$ cat src/rtl/lla_pkg.sv
// Shared constants, codes and payload types for the array-pool linked list engine.
package lla_pkg;

	localparam int POOL_DEPTH = 256;
	localparam int IDX_W      = $clog2(POOL_DEPTH);
	localparam int PTR_W      = $clog2(POOL_DEPTH + 1);
	localparam int VALUE_W    = 32;
	localparam int OP_W       = 3;
	localparam int POS_W      = 8;
	localparam int STATUS_W   = 3;
	localparam int CNT_W      = (PTR_W > POS_W) ? PTR_W : POS_W;

	localparam logic [PTR_W-1:0] NULL_PTR = PTR_W'(POOL_DEPTH);

	localparam logic [OP_W-1:0] OP_INS_FRONT = 3'd0;
	localparam logic [OP_W-1:0] OP_INS_POS   = 3'd1;
	localparam logic [OP_W-1:0] OP_INS_END   = 3'd2;
	localparam logic [OP_W-1:0] OP_DEL_FRONT = 3'd3;
	localparam logic [OP_W-1:0] OP_DEL_POS   = 3'd4;
	localparam logic [OP_W-1:0] OP_DEL_END   = 3'd5;
	localparam logic [OP_W-1:0] OP_SEARCH    = 3'd6;

	localparam logic [STATUS_W-1:0] ST_DONE      = 3'd0;
	localparam logic [STATUS_W-1:0] ST_BEYOND    = 3'd1;
	localparam logic [STATUS_W-1:0] ST_FULL      = 3'd2;
	localparam logic [STATUS_W-1:0] ST_EMPTY     = 3'd3;
	localparam logic [STATUS_W-1:0] ST_NOT_FOUND = 3'd4;

	typedef struct packed {
		logic [OP_W-1:0]           operation;
		logic signed [VALUE_W-1:0] value;
		logic [POS_W-1:0]          position;
	} lla_in_t;

	typedef struct packed {
		logic [STATUS_W-1:0] status;
		logic [POS_W-1:0]    found_position;
	} lla_out_t;

	// One shared address serves both pool memories.
	typedef struct packed {
		logic               val_we;
		logic               link_we;
		logic [IDX_W-1:0]   addr;
		logic [VALUE_W-1:0] val_wdata;
		logic [PTR_W-1:0]   link_wdata;
	} lla_mem_req_t;

endpackage

$ cat src/rtl/lla_seq.sv
// Operation sequencer: walks the list through the pool memories and applies each edit.
module lla_seq (
	input  logic                        clk,
	input  logic                        arst_n,
	input  logic                        op_valid,
	output logic                        op_ready,
	input  lla_pkg::lla_in_t            op,
	output lla_pkg::lla_mem_req_t       mem_req,
	input  logic [lla_pkg::VALUE_W-1:0] val_rdata,
	input  logic [lla_pkg::PTR_W-1:0]   link_rdata,
	output logic                        resp_valid,
	input  logic                        resp_ready,
	output lla_pkg::lla_out_t           resp
);
	import lla_pkg::*;

	localparam logic [2:0] S_IDLE = 3'd0;
	localparam logic [2:0] S_WALK = 3'd1;
	localparam logic [2:0] S_NODE = 3'd2;
	localparam logic [2:0] S_LINK = 3'd3;
	localparam logic [2:0] S_RESP = 3'd4;

	logic [2:0]          state_q;
	logic [PTR_W-1:0]    head_q;
	logic [PTR_W-1:0]    free_q;
	logic [OP_W-1:0]     op_q;
	logic [VALUE_W-1:0]  val_q;
	logic [CNT_W-1:0]    tgt_q;
	logic [CNT_W-1:0]    cnt_q;
	logic [PTR_W-1:0]    cur_q;
	logic [PTR_W-1:0]    prv_q;
	logic [PTR_W-1:0]    nlink_q;
	logic                set_head_q;
	logic [STATUS_W-1:0] st_q;
	logic [POS_W-1:0]    fnd_q;

	logic [PTR_W-1:0]    nxt;
	logic                nxt_null;
	logic                prv_null;
	logic                at_tgt;
	logic                hit;
	logic                accept;
	logic                w_adv;
	logic                w_node;
	logic                w_fin;
	logic                w_wr_link;
	logic                w_set_head;
	logic [PTR_W-1:0]    w_nlink;
	logic [PTR_W-1:0]    w_head;
	logic [STATUS_W-1:0] w_st;
	logic [CNT_W-1:0]    pos_ext;

	assign nxt        = link_rdata[PTR_W-1:0];
	assign nxt_null   = (nxt == NULL_PTR);
	assign prv_null   = (prv_q == NULL_PTR);
	assign at_tgt     = (cnt_q == tgt_q);
	assign hit        = (val_rdata[VALUE_W-1:0] == val_q);
	assign op_ready   = (state_q == S_IDLE);
	assign accept     = op_valid && op_ready;
	assign resp_valid = (state_q == S_RESP);
	assign pos_ext    = CNT_W'(op.position);

	assign resp.status         = st_q;
	assign resp.found_position = fnd_q;

	// Per-node decision while walking; link and value data belong to cur_q.
	always_comb begin
		w_adv      = 1'b0;
		w_node     = 1'b0;
		w_fin      = 1'b0;
		w_wr_link  = 1'b0;
		w_set_head = 1'b0;
		w_nlink    = NULL_PTR;
		w_head     = NULL_PTR;
		w_st       = ST_DONE;
		unique case (op_q) inside
			OP_INS_POS: begin
				if (at_tgt) begin
					w_node  = 1'b1;
					w_nlink = nxt;
				end else if (nxt_null) begin
					w_fin = 1'b1;
					w_st  = ST_BEYOND;
				end else begin
					w_adv = 1'b1;
				end
			end
			OP_INS_END: begin
				if (nxt_null) begin
					w_node = 1'b1;
				end else begin
					w_adv = 1'b1;
				end
			end
			OP_DEL_FRONT, OP_DEL_POS: begin
				if (at_tgt) begin
					w_fin = 1'b1;
					if (prv_null) begin
						w_set_head = 1'b1;
						w_head     = nxt;
					end else begin
						w_wr_link = 1'b1;
						w_nlink   = nxt;
					end
				end else if (nxt_null) begin
					w_fin = 1'b1;
					w_st  = ST_BEYOND;
				end else begin
					w_adv = 1'b1;
				end
			end
			OP_DEL_END: begin
				if (nxt_null) begin
					w_fin = 1'b1;
					if (prv_null) begin
						w_set_head = 1'b1;
					end else begin
						w_wr_link = 1'b1;
					end
				end else begin
					w_adv = 1'b1;
				end
			end
			OP_SEARCH: begin
				if (hit) begin
					w_fin = 1'b1;
				end else if (nxt_null) begin
					w_fin = 1'b1;
					w_st  = ST_NOT_FOUND;
				end else begin
					w_adv = 1'b1;
				end
			end
			default: begin
				w_fin = 1'b1;
			end
		endcase
	end

	always_comb begin
		mem_req = '0;
		unique case (state_q)
			S_IDLE: begin
				mem_req.addr = head_q[IDX_W-1:0];
			end
			S_WALK: begin
				if (w_adv) begin
					mem_req.addr = nxt[IDX_W-1:0];
				end else if (w_wr_link) begin
					mem_req.link_we    = 1'b1;
					mem_req.addr       = prv_q[IDX_W-1:0];
					mem_req.link_wdata = w_nlink;
				end
			end
			S_NODE: begin
				mem_req.val_we     = 1'b1;
				mem_req.link_we    = 1'b1;
				mem_req.addr       = free_q[IDX_W-1:0];
				mem_req.val_wdata  = val_q;
				mem_req.link_wdata = nlink_q;
			end
			S_LINK: begin
				mem_req.link_we    = 1'b1;
				mem_req.addr       = cur_q[IDX_W-1:0];
				mem_req.link_wdata = free_q;
			end
			default: begin
			end
		endcase
	end

	// Control state: sequencer, head and bump allocator.
	always_ff @(posedge clk or negedge arst_n) begin
		if (!arst_n) begin
			state_q <= S_IDLE;
			head_q  <= NULL_PTR;
			free_q  <= '0;
		end else begin
			unique case (state_q)
				S_IDLE: begin
					if (accept) begin
						unique case (op.operation) inside
							OP_INS_FRONT, OP_INS_POS, OP_INS_END: begin
								if (free_q == NULL_PTR) begin
									state_q <= S_RESP;
								end else if (op.operation == OP_INS_FRONT ||
										(op.operation == OP_INS_POS && op.position == '0)) begin
									state_q <= S_NODE;
								end else if (head_q == NULL_PTR) begin
									state_q <= (op.operation == OP_INS_POS) ? S_RESP : S_NODE;
								end else begin
									state_q <= S_WALK;
								end
							end
							OP_DEL_FRONT, OP_DEL_POS, OP_DEL_END, OP_SEARCH: begin
								state_q <= (head_q == NULL_PTR) ? S_RESP : S_WALK;
							end
							default: begin
								state_q <= S_RESP;
							end
						endcase
					end
				end
				S_WALK: begin
					if (w_node) begin
						state_q <= S_NODE;
					end else if (w_fin) begin
						state_q <= S_RESP;
						if (w_set_head) begin
							head_q <= w_head;
						end
					end
				end
				S_NODE: begin
					if (set_head_q) begin
						head_q  <= free_q;
						free_q  <= free_q + 1'b1;
						state_q <= S_RESP;
					end else begin
						state_q <= S_LINK;
					end
				end
				S_LINK: begin
					free_q  <= free_q + 1'b1;
					state_q <= S_RESP;
				end
				S_RESP: begin
					if (resp_ready) begin
						state_q <= S_IDLE;
					end
				end
				default: begin
					state_q <= S_IDLE;
				end
			endcase
		end
	end

	// Operation context and walk cursor.
	always_ff @(posedge clk) begin
		unique case (state_q)
			S_IDLE: begin
				if (accept) begin
					op_q       <= op.operation;
					val_q      <= op.value;
					cur_q      <= head_q;
					prv_q      <= NULL_PTR;
					cnt_q      <= '0;
					fnd_q      <= '0;
					set_head_q <= 1'b0;
					nlink_q    <= NULL_PTR;
					st_q       <= ST_DONE;
					if (op.operation == OP_INS_POS) begin
						tgt_q <= pos_ext - 1'b1;
					end else if (op.operation == OP_DEL_POS) begin
						tgt_q <= pos_ext;
					end else begin
						tgt_q <= '0;
					end
					unique case (op.operation) inside
						OP_INS_FRONT, OP_INS_POS, OP_INS_END: begin
							if (free_q == NULL_PTR) begin
								st_q <= ST_FULL;
							end else if (op.operation == OP_INS_FRONT ||
									(op.operation == OP_INS_POS && op.position == '0)) begin
								set_head_q <= 1'b1;
								nlink_q    <= head_q;
							end else if (head_q == NULL_PTR) begin
								if (op.operation == OP_INS_POS) begin
									st_q <= ST_BEYOND;
								end else begin
									set_head_q <= 1'b1;
								end
							end
						end
						OP_DEL_FRONT, OP_DEL_POS, OP_DEL_END: begin
							if (head_q == NULL_PTR) begin
								st_q <= ST_EMPTY;
							end
						end
						OP_SEARCH: begin
							if (head_q == NULL_PTR) begin
								st_q <= ST_NOT_FOUND;
							end
						end
						default: begin
						end
					endcase
				end
			end
			S_WALK: begin
				if (w_adv) begin
					cur_q <= nxt;
					prv_q <= cur_q;
					cnt_q <= cnt_q + 1'b1;
				end else begin
					nlink_q <= w_nlink;
					st_q    <= w_st;
					if (op_q == OP_SEARCH && hit) begin
						fnd_q <= cnt_q[POS_W-1:0];
					end
				end
			end
			default: begin
			end
		endcase
	end

endmodule

$ cat config.mk
export PLATFORM = sky130hd
export DESIGN_NAME = lla_seq
export DESIGN_NICKNAME = d
export VERILOG_FILES = /design/src/rtl/lla_pkg.sv /design/src/rtl/lla_seq.sv
export SDC_FILE = /design/constraint.sdc
export NUM_CORES = 1
export LEC_CHECK = 0
export ABC_AREA = 1
export BUFFER_PORTS_ARGS = -buffer_cell sky130_fd_sc_hd__buf_2
export CORE_MARGIN = 8
export CORE_UTILIZATION = 49
export DETAILED_ROUTE_END_ITERATION = 6
export GPL_TIMING_DRIVEN = 0
export PLACE_DENSITY = 0.77
export SLEW_MARGIN = 10
export SYNTH_ARGS = -nofsm -noshare
export SYNTH_HDL_FRONTEND = slang
export SYNTH_SLANG_ARGS = --single-unit
export TNS_END_PERCENT = 1
$ cat constraint.sdc
create_clock -name clk -period 3.5 [get_ports clk]
set_input_delay 0.875 -clock clk [delete_from_list [all_inputs] [get_ports clk]]
set_output_delay 0.875 -clock clk [all_outputs]
set_load 0.01 [all_outputs]
==> out/summary.txt, run 1 <==
DR pass1 iterations: 6
DRC Markers: 0
maximum vdd ir drop: 0.524 mV
Final ANT Viol Nets: 0
Total Routing Usage GR: 0.219
area growth from synthesis to layout: 25.8%
Initial DRC Count: 606
largest family of logic cells by synthesized area: simple AND/OR/NAND/NOR gates
reg2reg end: nlink_q[6]
root buffer cell: clkbuf_16
hold_buf cts: 0
period utilization: 0.963
P per Cell Area: 698 mW/mm^2
most frequent cells in the layout: buf_2 (158), nand2_1 (150), inv_1 (119)
DP HPWL: 14,500 um
crit end category: output pin
vias in the first global route: 5,919
clk slew on worst S/H paths: 0.05 ns
post-synthesis sequential area ratio: 0.501
DIE HEIGHT: 132 um
CP max-delay cell: nor2_4
vias per cell: 5.24
layout net count: 1,041
max-slew violation count: 0
Setup TNS: 0 ns
post-synthesis register bit count: 113
Core ar.: 0.0132 sq mm
CP bufs+invs: 3
Filler Cells Inserted: 1,127
antenna violations before repair: 1
row cnt: 42
Critical Path Max Stage Delay: 0.25 ns
critical path launch point type: primary input
worst path cell trace: buf_2, inv_1, nand4_1, nor3_2, nand2_2, o21ai_2, nand2_2, nor2_4, nand2_1, nand3_1, buf_2
Crit Path Category: in -> out
endpoints failing setup: 0
Vias: 5,965
worst r2r src: val_q[6]
Adder-Cell Fraction of Synth Area: 0.00953
commonest non-fill, non-tap cell in the layout: buf_2
Final Hold Vio Count: 0
Max Freq: 0.297 GHz
average cell area after synthesis: 8.51 sq um
WL final: 18,900 um
CTS tree: yes
CP arrival: 2.50 ns
Clock Skew: 0.00725 ns
CTS sink cnt: 113
result of the run: completed
Compound-Gate Fraction of Synth Area: 0.0819
crit-path leading delay family: simple AND/OR/NAND/NOR gates
Post-Synthesis Cells: 772
critical path peak fanout: 8
layout cells sized above 1: 0.248
Min Clock Period, post-route: 3.37 ns
Die Span X: 132 um
min-delay worst type: in -> async
port bufs: 151
max_cap viols: 0
Leak: 3.86 nW
XOR/XNOR share of the synthesized area: 0.0560
RSZ-0062 raised after global routing: false
io pins: 152
YS warnings: 0
largest net degree at the start of global routing: 31
Bufs on Longest Clock Path: 2
post_cts resized: 0
Worst R2R Setup Slack: 1.04 ns
proportion of synthesized area in mux cells: 0
H-tree depth: 4
clock buffer count from CTS: 17
net count after synthesis: 865
critical path data required time: 2.62 ns
Die Footprint: 0.0174 sq mm
gr ovfl total: 0
Post-CTS Setup Inserts: 0
Starting Density: 0.498
Yosys cell types: 44
Least-Margin Pin Slew: 0.855 ns
global-route wire length before repair: 30,200 um
Post-Synth Simple-Gate Area: 0.266
Reg2Reg Depth: 11
worst hold margin: 0.427 ns
mapped cell area: 0.00657 sq mm
Final Wtd Congestion: 1.02
relative slew slack: 0.430
DR WL/cell: 16.6 um
Clk Latency, worst-skew pair: 0.42 ns
==> per-stage QoR <==
stage / cells / power [mW] / util / area, sq um / worst slack [ns]
after CTS: 1133 / 5.77 / 0.624 / 8230 / 0.0975
final: 1138 / 5.76 / 0.626 / 8260 / 0.129
after detailed placement: 1101 / 3.95 / 0.577 / 7610 / 0.0967
after floorplan: 772 / 3.27 / - / 6570 / 0.179
after global placement: 1099 / 3.89 / 0.572 / 7540 / -0.906
after global routing: 1138 / 6.05 / 0.626 / 8260 / 0.0135
==> cells in the mapped netlist <==
| master | n | area share |
|---|---|---|
| nor3_1 | 12 | 0.0091 |
| nand2_2 | 7 | 0.0067 |
| nand2_4 | 3 | 0.0051 |
| dfstp_2 | 1 | 0.0040 |
| nor2_4 | 5 | 0.0086 |
| nor3b_1 | 2 | 0.0023 |
| nand3_4 | 1 | 0.0027 |
| clkbuf_1 | 3 | 0.0017 |
| nand3_1 | 48 | 0.037 |
| o21ai_4 | 1 | 0.0025 |
| nand3b_1 | 1 | 0.0011 |
| inv_1 | 119 | 0.068 |
| nor2_2 | 4 | 0.0038 |
| buf_4 | 2 | 0.0023 |
| nor2_1 | 111 | 0.063 |
| a211oi_1 | 1 | 0.0011 |
| buf_2 | 7 | 0.0053 |
| o21ai_1 | 1 | 0.00076 |
| edfxtp_1 | 92 | 0.42 |
| a21oi_1 | 16 | 0.012 |
| nor3_4 | 1 | 0.0025 |
| clkinv_1 | 1 | 0.00057 |
| inv_2 | 9 | 0.0051 |
| xor2_1 | 10 | 0.013 |
| buf_1 | 4 | 0.0023 |
| nand3_2 | 2 | 0.0030 |
| xnor2_1 | 32 | 0.043 |
| nand4_1 | 28 | 0.027 |
| o21ai_0 | 30 | 0.023 |
| ha_1 | 5 | 0.0095 |
| o21bai_1 | 6 | 0.0069 |
| or2_2 | 2 | 0.0019 |
| o41ai_1 | 7 | 0.0093 |
| o22ai_1 | 4 | 0.0038 |
| nor3_2 | 2 | 0.0030 |
| o21ai_2 | 1 | 0.0013 |
| and3_1 | 1 | 0.00095 |
| nand2_1 | 150 | 0.086 |
| a22oi_1 | 8 | 0.0091 |
| a221oi_1 | 7 | 0.0093 |
| dfrtp_1 | 20 | 0.076 |
| nor4_1 | 3 | 0.0029 |
| a21oi_2 | 1 | 0.0013 |
| a22o_1 | 1 | 0.0013 |
==> where the power goes <==
group / total [mW] / internal (mW) / leakage (nW) / switching (mW)
Sequential: 2.23 / 1.99 / 1.18 / 0.242
Combinational: 1.73 / 0.557 / 2.38 / 1.18
Clock: 1.80 / 1.19 / 0.298 / 0.613
==> registers in the layout, summed over array words and instances, names as in the netlist <==
| name | cells |
|---|---|
| nlink_q | 9 |
| tgt_q | 9 |
| st_q | 3 |
| op_q | 3 |
| cur_q | 9 |
| state_q | 3 |
| free_q | 9 |
| prv_q | 9 |
| set_head_q | 1 |
| head_q | 9 |
| fnd_q | 8 |
| val_q | 32 |
| cnt_q | 9 |
==> layout make-up <==
cell class	count	area [sq um]	area share
flip-flops and latches	113	3290	0.398
inverters	129	484	0.0586
well taps	176	220	0.0267
clock buffers	18	429	0.0520
diodes	1	2.50	0.000303
multi-input cells	514	2740	0.331
plain buffers	16	76.3	0.00924
clock inverters	14	189	0.0229
repair buffers	157	833	0.101
==> cells by family after synthesis <==
logic type | after synthesis
flip-flops | 113
AND/OR/NAND/NOR | 383
AO/OA/AOI/OAI | 84
buffers and inverters | 145
adder cells (fa/ha/maj) | 5
XOR/XNOR | 42
==> worst max-delay path by stage <==
stage                              from           to  slack [ns]  cells after the start
after floorplan              state_q[2]     cnt_q[0]        0.18                      5
after global placement       state_q[2]     prv_q[4]       -0.91                      5
after detailed placement  link_rdata[3]  mem_req[47]         0.1                     11
after CTS                 link_rdata[3]  mem_req[47]         0.1                     11
after global routing      link_rdata[3]  mem_req[48]        0.01                     11
final                     link_rdata[3]  mem_req[43]        0.13                     11
==> metal layers <==
layer  global-route usage  vias up  share of wire
li1                     -     2911              -
met4                0.112        0          0.029
met2                0.350      279           0.47
met1                0.270     2739           0.42
met5                    0        -              0
met3               0.0568       36          0.080
Power figures use the tool's default switching activity.
==> run 2, diff against run 1 <==
- PLACE_DENSITY: 0.77 -> 0.78
==> out/summary.txt, run 2 (synthesis results as in run 1) <==
result of the run: completed
Least-Margin Pin Slew: 0.808 ns
layout net count: 1,039
critical path peak fanout: 8
root buffer cell: clkbuf_16
CTS sink cnt: 113
vias in the first global route: 5,709
relative slew slack: 0.461
Starting Density: 0.498
final core occ: 0.622
RSZ-0062 raised after global routing: false
gr ovfl total: 0
max_cap viols: 0
dpl cells: 1,101
fin cells: 1,135
DR pass1 iterations: 6
Vias: 6,013
period utilization: 0.955
worst r2r src: val_q[9]
Leak: 3.83 nW
endpoints failing setup: 0
Final Hold Vio Count: 0
Core ar.: 0.0132 sq mm
clk slew on worst S/H paths: 0.05 ns
Filler Cells Inserted: 1,158
clock buffer count from CTS: 17
global-route wire length before repair: 30,200 um
critical path launch point type: primary input
DR WL/cell: 16.8 um
layout cells sized above 1: 0.244
Final Wtd Congestion: 1.01
DP HPWL: 14,600 um
Die Footprint: 0.0174 sq mm
Clk Latency, worst-skew pair: 0.42 ns
Critical Path Max Stage Delay: 0.26 ns
Final ANT Viol Nets: 0
maximum vdd ir drop: 0.408 mV
Initial DRC Count: 608
area of the multi-input gates: 0.00274 sq mm
Total Routing Usage GR: 0.220
post-route cell area: 0.00821 sq mm
H-tree depth: 4
CP max-delay cell: nor2_4
DRC Markers: 0
most frequent cells in the layout: buf_2 (158), nand2_1 (150), inv_1 (119)
port bufs: 151
crit-path leading delay family: simple AND/OR/NAND/NOR gates
antenna violations before repair: 0
Crit Path Category: in -> out
vias per cell: 5.30
ANT cells: 0
most crowded layer after global routing: met2
Die Span X: 132 um
largest net degree at the start of global routing: 31
Bufs on Longest Clock Path: 2
max-slew violation count: 0
Min Clock Period, post-route: 3.34 ns
Largest register FFs: 32
P per Cell Area: 692 mW/mm^2
critical path data required time: 2.62 ns
Placed Instance Area: 0.00761 sq mm
commonest non-fill, non-tap cell in the layout: buf_2
min-delay worst type: in -> async
WL final: 19,000 um
met1 usage: 0.273
Clock Skew: 0.0176 ns
crit end category: output pin
reg2reg end: nlink_q[6]
row cnt: 42
Worst R2R Setup Slack: 0.96 ns
hold_buf cts: 0
Biggest register: val_q
met2 GRT Util: 0.348
CP arrival: 2.47 ns
register area: 0.00329 sq mm
Max Freq: 0.299 GHz
CP bufs+invs: 3
CTS tree: yes
GR Layer Usage met3: 0.0621
worst path cell trace: buf_2, inv_1, nand4_1, nor3_2, nand2_2, o21ai_2, nand2_2, nor2_4, nand2_1, nand3_1, buf_2
area growth from synthesis to layout: 25.0%
DIE HEIGHT: 132 um
io pins: 152
Reg2Reg Depth: 11
## run 2: final cells by class
type / count / share of cell area
multi-input combinational: 514 / 0.334
tap: 176 / 0.0268
buffer: 16 / 0.00930
sequential: 113 / 0.401
clock inverter: 12 / 0.0172
clock buffer: 20 / 0.0532
inverter: 129 / 0.0590
timing repair buffer: 155 / 0.0997
## run 2: metrics by stage
stage / setup slack, ns / setup TNS [ns] / hold slack, ns / total power [mW]
floorplan: 0.179 / 0 / 0.464 / 3.27
global placement: -0.897 / -54.59 / 0.485 / 3.88
detailed placement: 0.124 / 0 / 0.491 / 3.96
CTS: 0.117 / 0 / 0.443 / 5.68
global route: 0.0198 / 0 / 0.474 / 5.97
finish: 0.159 / 0 / 0.440 / 5.67
## run 2: report_power, final
part	total, mW	internal [mW]	switching (mW)
logic	1.74	0.558	1.18
registers	2.24	1.99	0.253
clock network	1.70	1.11	0.589
## run 2: what timing repair did
item                       CTS  global route
resized for setup            0             1
setup endpoints to repair    0             6
buffers inserted             0             2
## run 2: metal layers
metal	part of all wire	routed length [um]
met1	0.41	7790
met4	0.033	627
met2	0.47	8980
met3	0.086	1640
met5	0	0
## run 2: worst max path at each step
stage / start / end / slack (ns) / cells past startpoint
final: link_rdata[3] / mem_req[48] / 0.16 / 11
after global routing: cnt_q[5] / mem_req[47] / 0.02 / 10
after CTS: link_rdata[3] / mem_req[47] / 0.12 / 11
after detailed placement: link_rdata[3] / mem_req[47] / 0.12 / 11
after global placement: state_q[2] / prv_q[4] / -0.90 / 5
after floorplan: state_q[2] / cnt_q[0] / 0.18 / 5
## run 2: worst register-to-register path, delay by kind of cell, from the launching register on
kind                      cells  cell delay, ns
and+or+nand+nor               9            1.15
buffers and inverters         1            0.43
DFF                           1            0.41
xor gates and xnor gates      1            0.19
==> run 3, diff against run 2 <==
- ABC_AREA: 1 -> default
==> out/summary.txt, run 3 <==
Worst R2R Setup Slack: 0.68 ns
RSZ-0062 raised after global routing: true
Bufs on Longest Clock Path: 2
max-slew violation count: 0
DR pass1 iterations: 5
start point of the critical path: op_q[0]
Reg2Reg Depth: 7
critical path peak fanout: 8
Vias: 5,376
post-route cell area: 0.00801 sq mm
Min Clock Period, post-route: 3.43 ns
worst path cell trace: nor2b_1, a21oi_1, nor4_4, nor2_1, nor2_4, a221o_1, buf_2
Final ANT Viol Nets: 0
fin cells: 940
Post-Synthesis Cells: 579
worst hold margin: 0.407 ns
maximum vdd ir drop: 0.423 mV
root buffer cell: clkbuf_16
area growth from synthesis to layout: 30.4%
port bufs: 151
Clk Latency, worst-skew pair: 0.41 ns
gr ovfl total: 0
average cell area after synthesis: 10.6 sq um
post-synth top area share: 0.450
global-route wire length before repair: 28,100 um
DRC Markers: 0
Critical Path Max Stage Delay: 0.52 ns
net count after synthesis: 672
YS warnings: 0
max_cap viols: 0
clk slew on worst S/H paths: 0.05 ns
Crit Path Category: reg -> out
Initial DRC Count: 467
Tot Pwr: 5.08 mW
Starting Density: 0.495
Core ar.: 0.0124 sq mm
count leader, synth: edfxtp_1
CP max-delay cell: edfxtp_1
Placed Instance Area: 0.00713 sq mm
DP HPWL: 13,400 um
crit end category: output pin
Post-synth top flop: edfxtp_1
Synth area leaders: edfxtp_1 (45%), dfrtp_1 (8.1%), xnor2_1 (7.3%), and3_1 (5.0%), nor2_1 (3.1%)
H-tree depth: 4
dpl cells: 903
DIE HEIGHT: 128 um
Die Footprint: 0.0164 sq mm
period utilization: 0.981
ANT cells: 0
Least-Margin Pin Slew: 1.07 ns
Final Wtd Congestion: 0.948
vias in the first global route: 5,509
Clock Skew: 0.00595 ns
reg2reg end: nlink_q[1]
Commonest cells post-synth: edfxtp_1 (92), xnor2_1 (51), nor2_1 (50), and3_1 (49), nand2_1 (49)
io pins: 152
DR WL/cell: 18.9 um
vias per cell: 5.72
post-synth top area cell: edfxtp_1
post-synthesis register bit count: 113
critical path data required time: 2.62 ns
commonest non-fill, non-tap cell in the layout: buf_2
mapped cell area: 0.00614 sq mm
post-synthesis sequential area ratio: 0.536
asr flop ratio synth: 0.186
Total Routing Usage GR: 0.220
Max Freq: 0.291 GHz
clock buffer count from CTS: 17
count of flip-flops with a built-in enable after synthesis: 92
Biggest register: val_q
Largest register FFs: 32
antenna violations before repair: 0
most frequent cells in the layout: buf_2 (154), edfxtp_1 (92), nand2_1 (49), nor2_1 (49), and3_1 (49)
CTS sink cnt: 113
row cnt: 41
Final Hold Vio Count: 0
P per Cell Area: 634 mW/mm^2
CTS tree: yes
CP arrival: 2.56 ns
Leak: 3.54 nW
WL final: 17,700 um
endpoints failing setup: 0
result of the run: completed
Die Span X: 128 um
relative slew slack: 0.281
critical path launch point type: flip-flop
largest net degree at the start of global routing: 28
Yosys cell types: 53
layout cells sized above 1: 0.301
worst r2r src: cnt_q[0]
min-delay worst type: in -> async
layout net count: 848
-- run 3: cell count changes after synthesis, moves of 13 or more --
| cell | change |
|---|---|
| inv_1 | -99 |
| nand4_1 | -13 |
| and3_1 | +48 |
| nand2_1 | -101 |
| nor2_1 | -61 |
| nand3_1 | -33 |
| clkbuf_1 | +19 |
| xnor2_1 | +19 |
-- run 3: critical path, delay by kind of cell (launching register included) --
family	cells	cell delay, ns
AOI/OAI and AO/OA	2	0.65
buffers and inverters	1	0.14
DFF	1	0.52
and+or+nand+nor	4	0.83
-- run 3: kinds of logic after synthesis --
logic type               after synthesis  synth area share
adder cells (fa/ha/maj)                5            0.0102
buffers and inverters                 50            0.0314
AND/OR/NAND/NOR                      233             0.198
XOR/XNOR                              56            0.0799
flip-flops                           113             0.536
multiplexers                          19            0.0328
AO/OA/AOI/OAI                        103             0.112
-- run 3: where the power goes --
group / internal [mW] / switching [mW]
combinational: 0.402 / 0.708
clock: 1.40 / 0.584
sequential: 1.79 / 0.193
-- run 3: stage by stage --
| stage | utilization | setup TNS [ns] | setup slack [ns] |
|---|---|---|---|
| final | 0.645 | 0 | 0.0681 |
| after global routing | 0.645 | -0.217 | -0.0460 |
| after CTS | 0.635 | 0 | 0.00819 |
| after detailed placement | 0.575 | -12.34 | -0.479 |
| after global placement | 0.573 | -25.62 | -0.657 |
| after floorplan | - | 0 | 0.0572 |
-- run 3: timing repair --
item                                   CTS  global route
endpoints found under the hold margin    0             0
hold buffers                             0             0
buffers inserted                         1             8
pin swaps                                3             7
setup endpoints to repair               60            18
gates cloned                             0             0
gates resized for setup                 14            14
-- run 3: worst max path at each step --
| stage | depth (start not counted) | endpoint | slack (ns) |
|---|---|---|---|
| 6_report | 7 | mem_req[42] | 0.07 |
| 5_1_grt | 8 | mem_req[47] | -0.05 |
| 4_1_cts | 7 | mem_req[8] | 0.008 |
| 3_5_place_dp | 8 | nlink_q[1] | -0.48 |
| 3_3_place_gp | 4 | prv_q[0] | -0.66 |
| 2_1_floorplan | 4 | cnt_q[0] | 0.06 |
-- run 3: area by class of cell --
class	count	area, sq um
well taps	172	215
inverters	21	78.8
clock inverters	12	236
fillers	976	4410
repair buffers	161	843
plain buffers	25	105
flip-flops and latches	113	3290
multi-input cells	416	2800
clock buffers	20	437
-- run 3: layer usage --
layer,vias up,wire (um),track usage
li1,2492,-,-
met1,2531,6730,0.250
met2,317,8680,0.365
met3,36,1890,0.0803
met4,0,416,0.100
met5,-,0,0
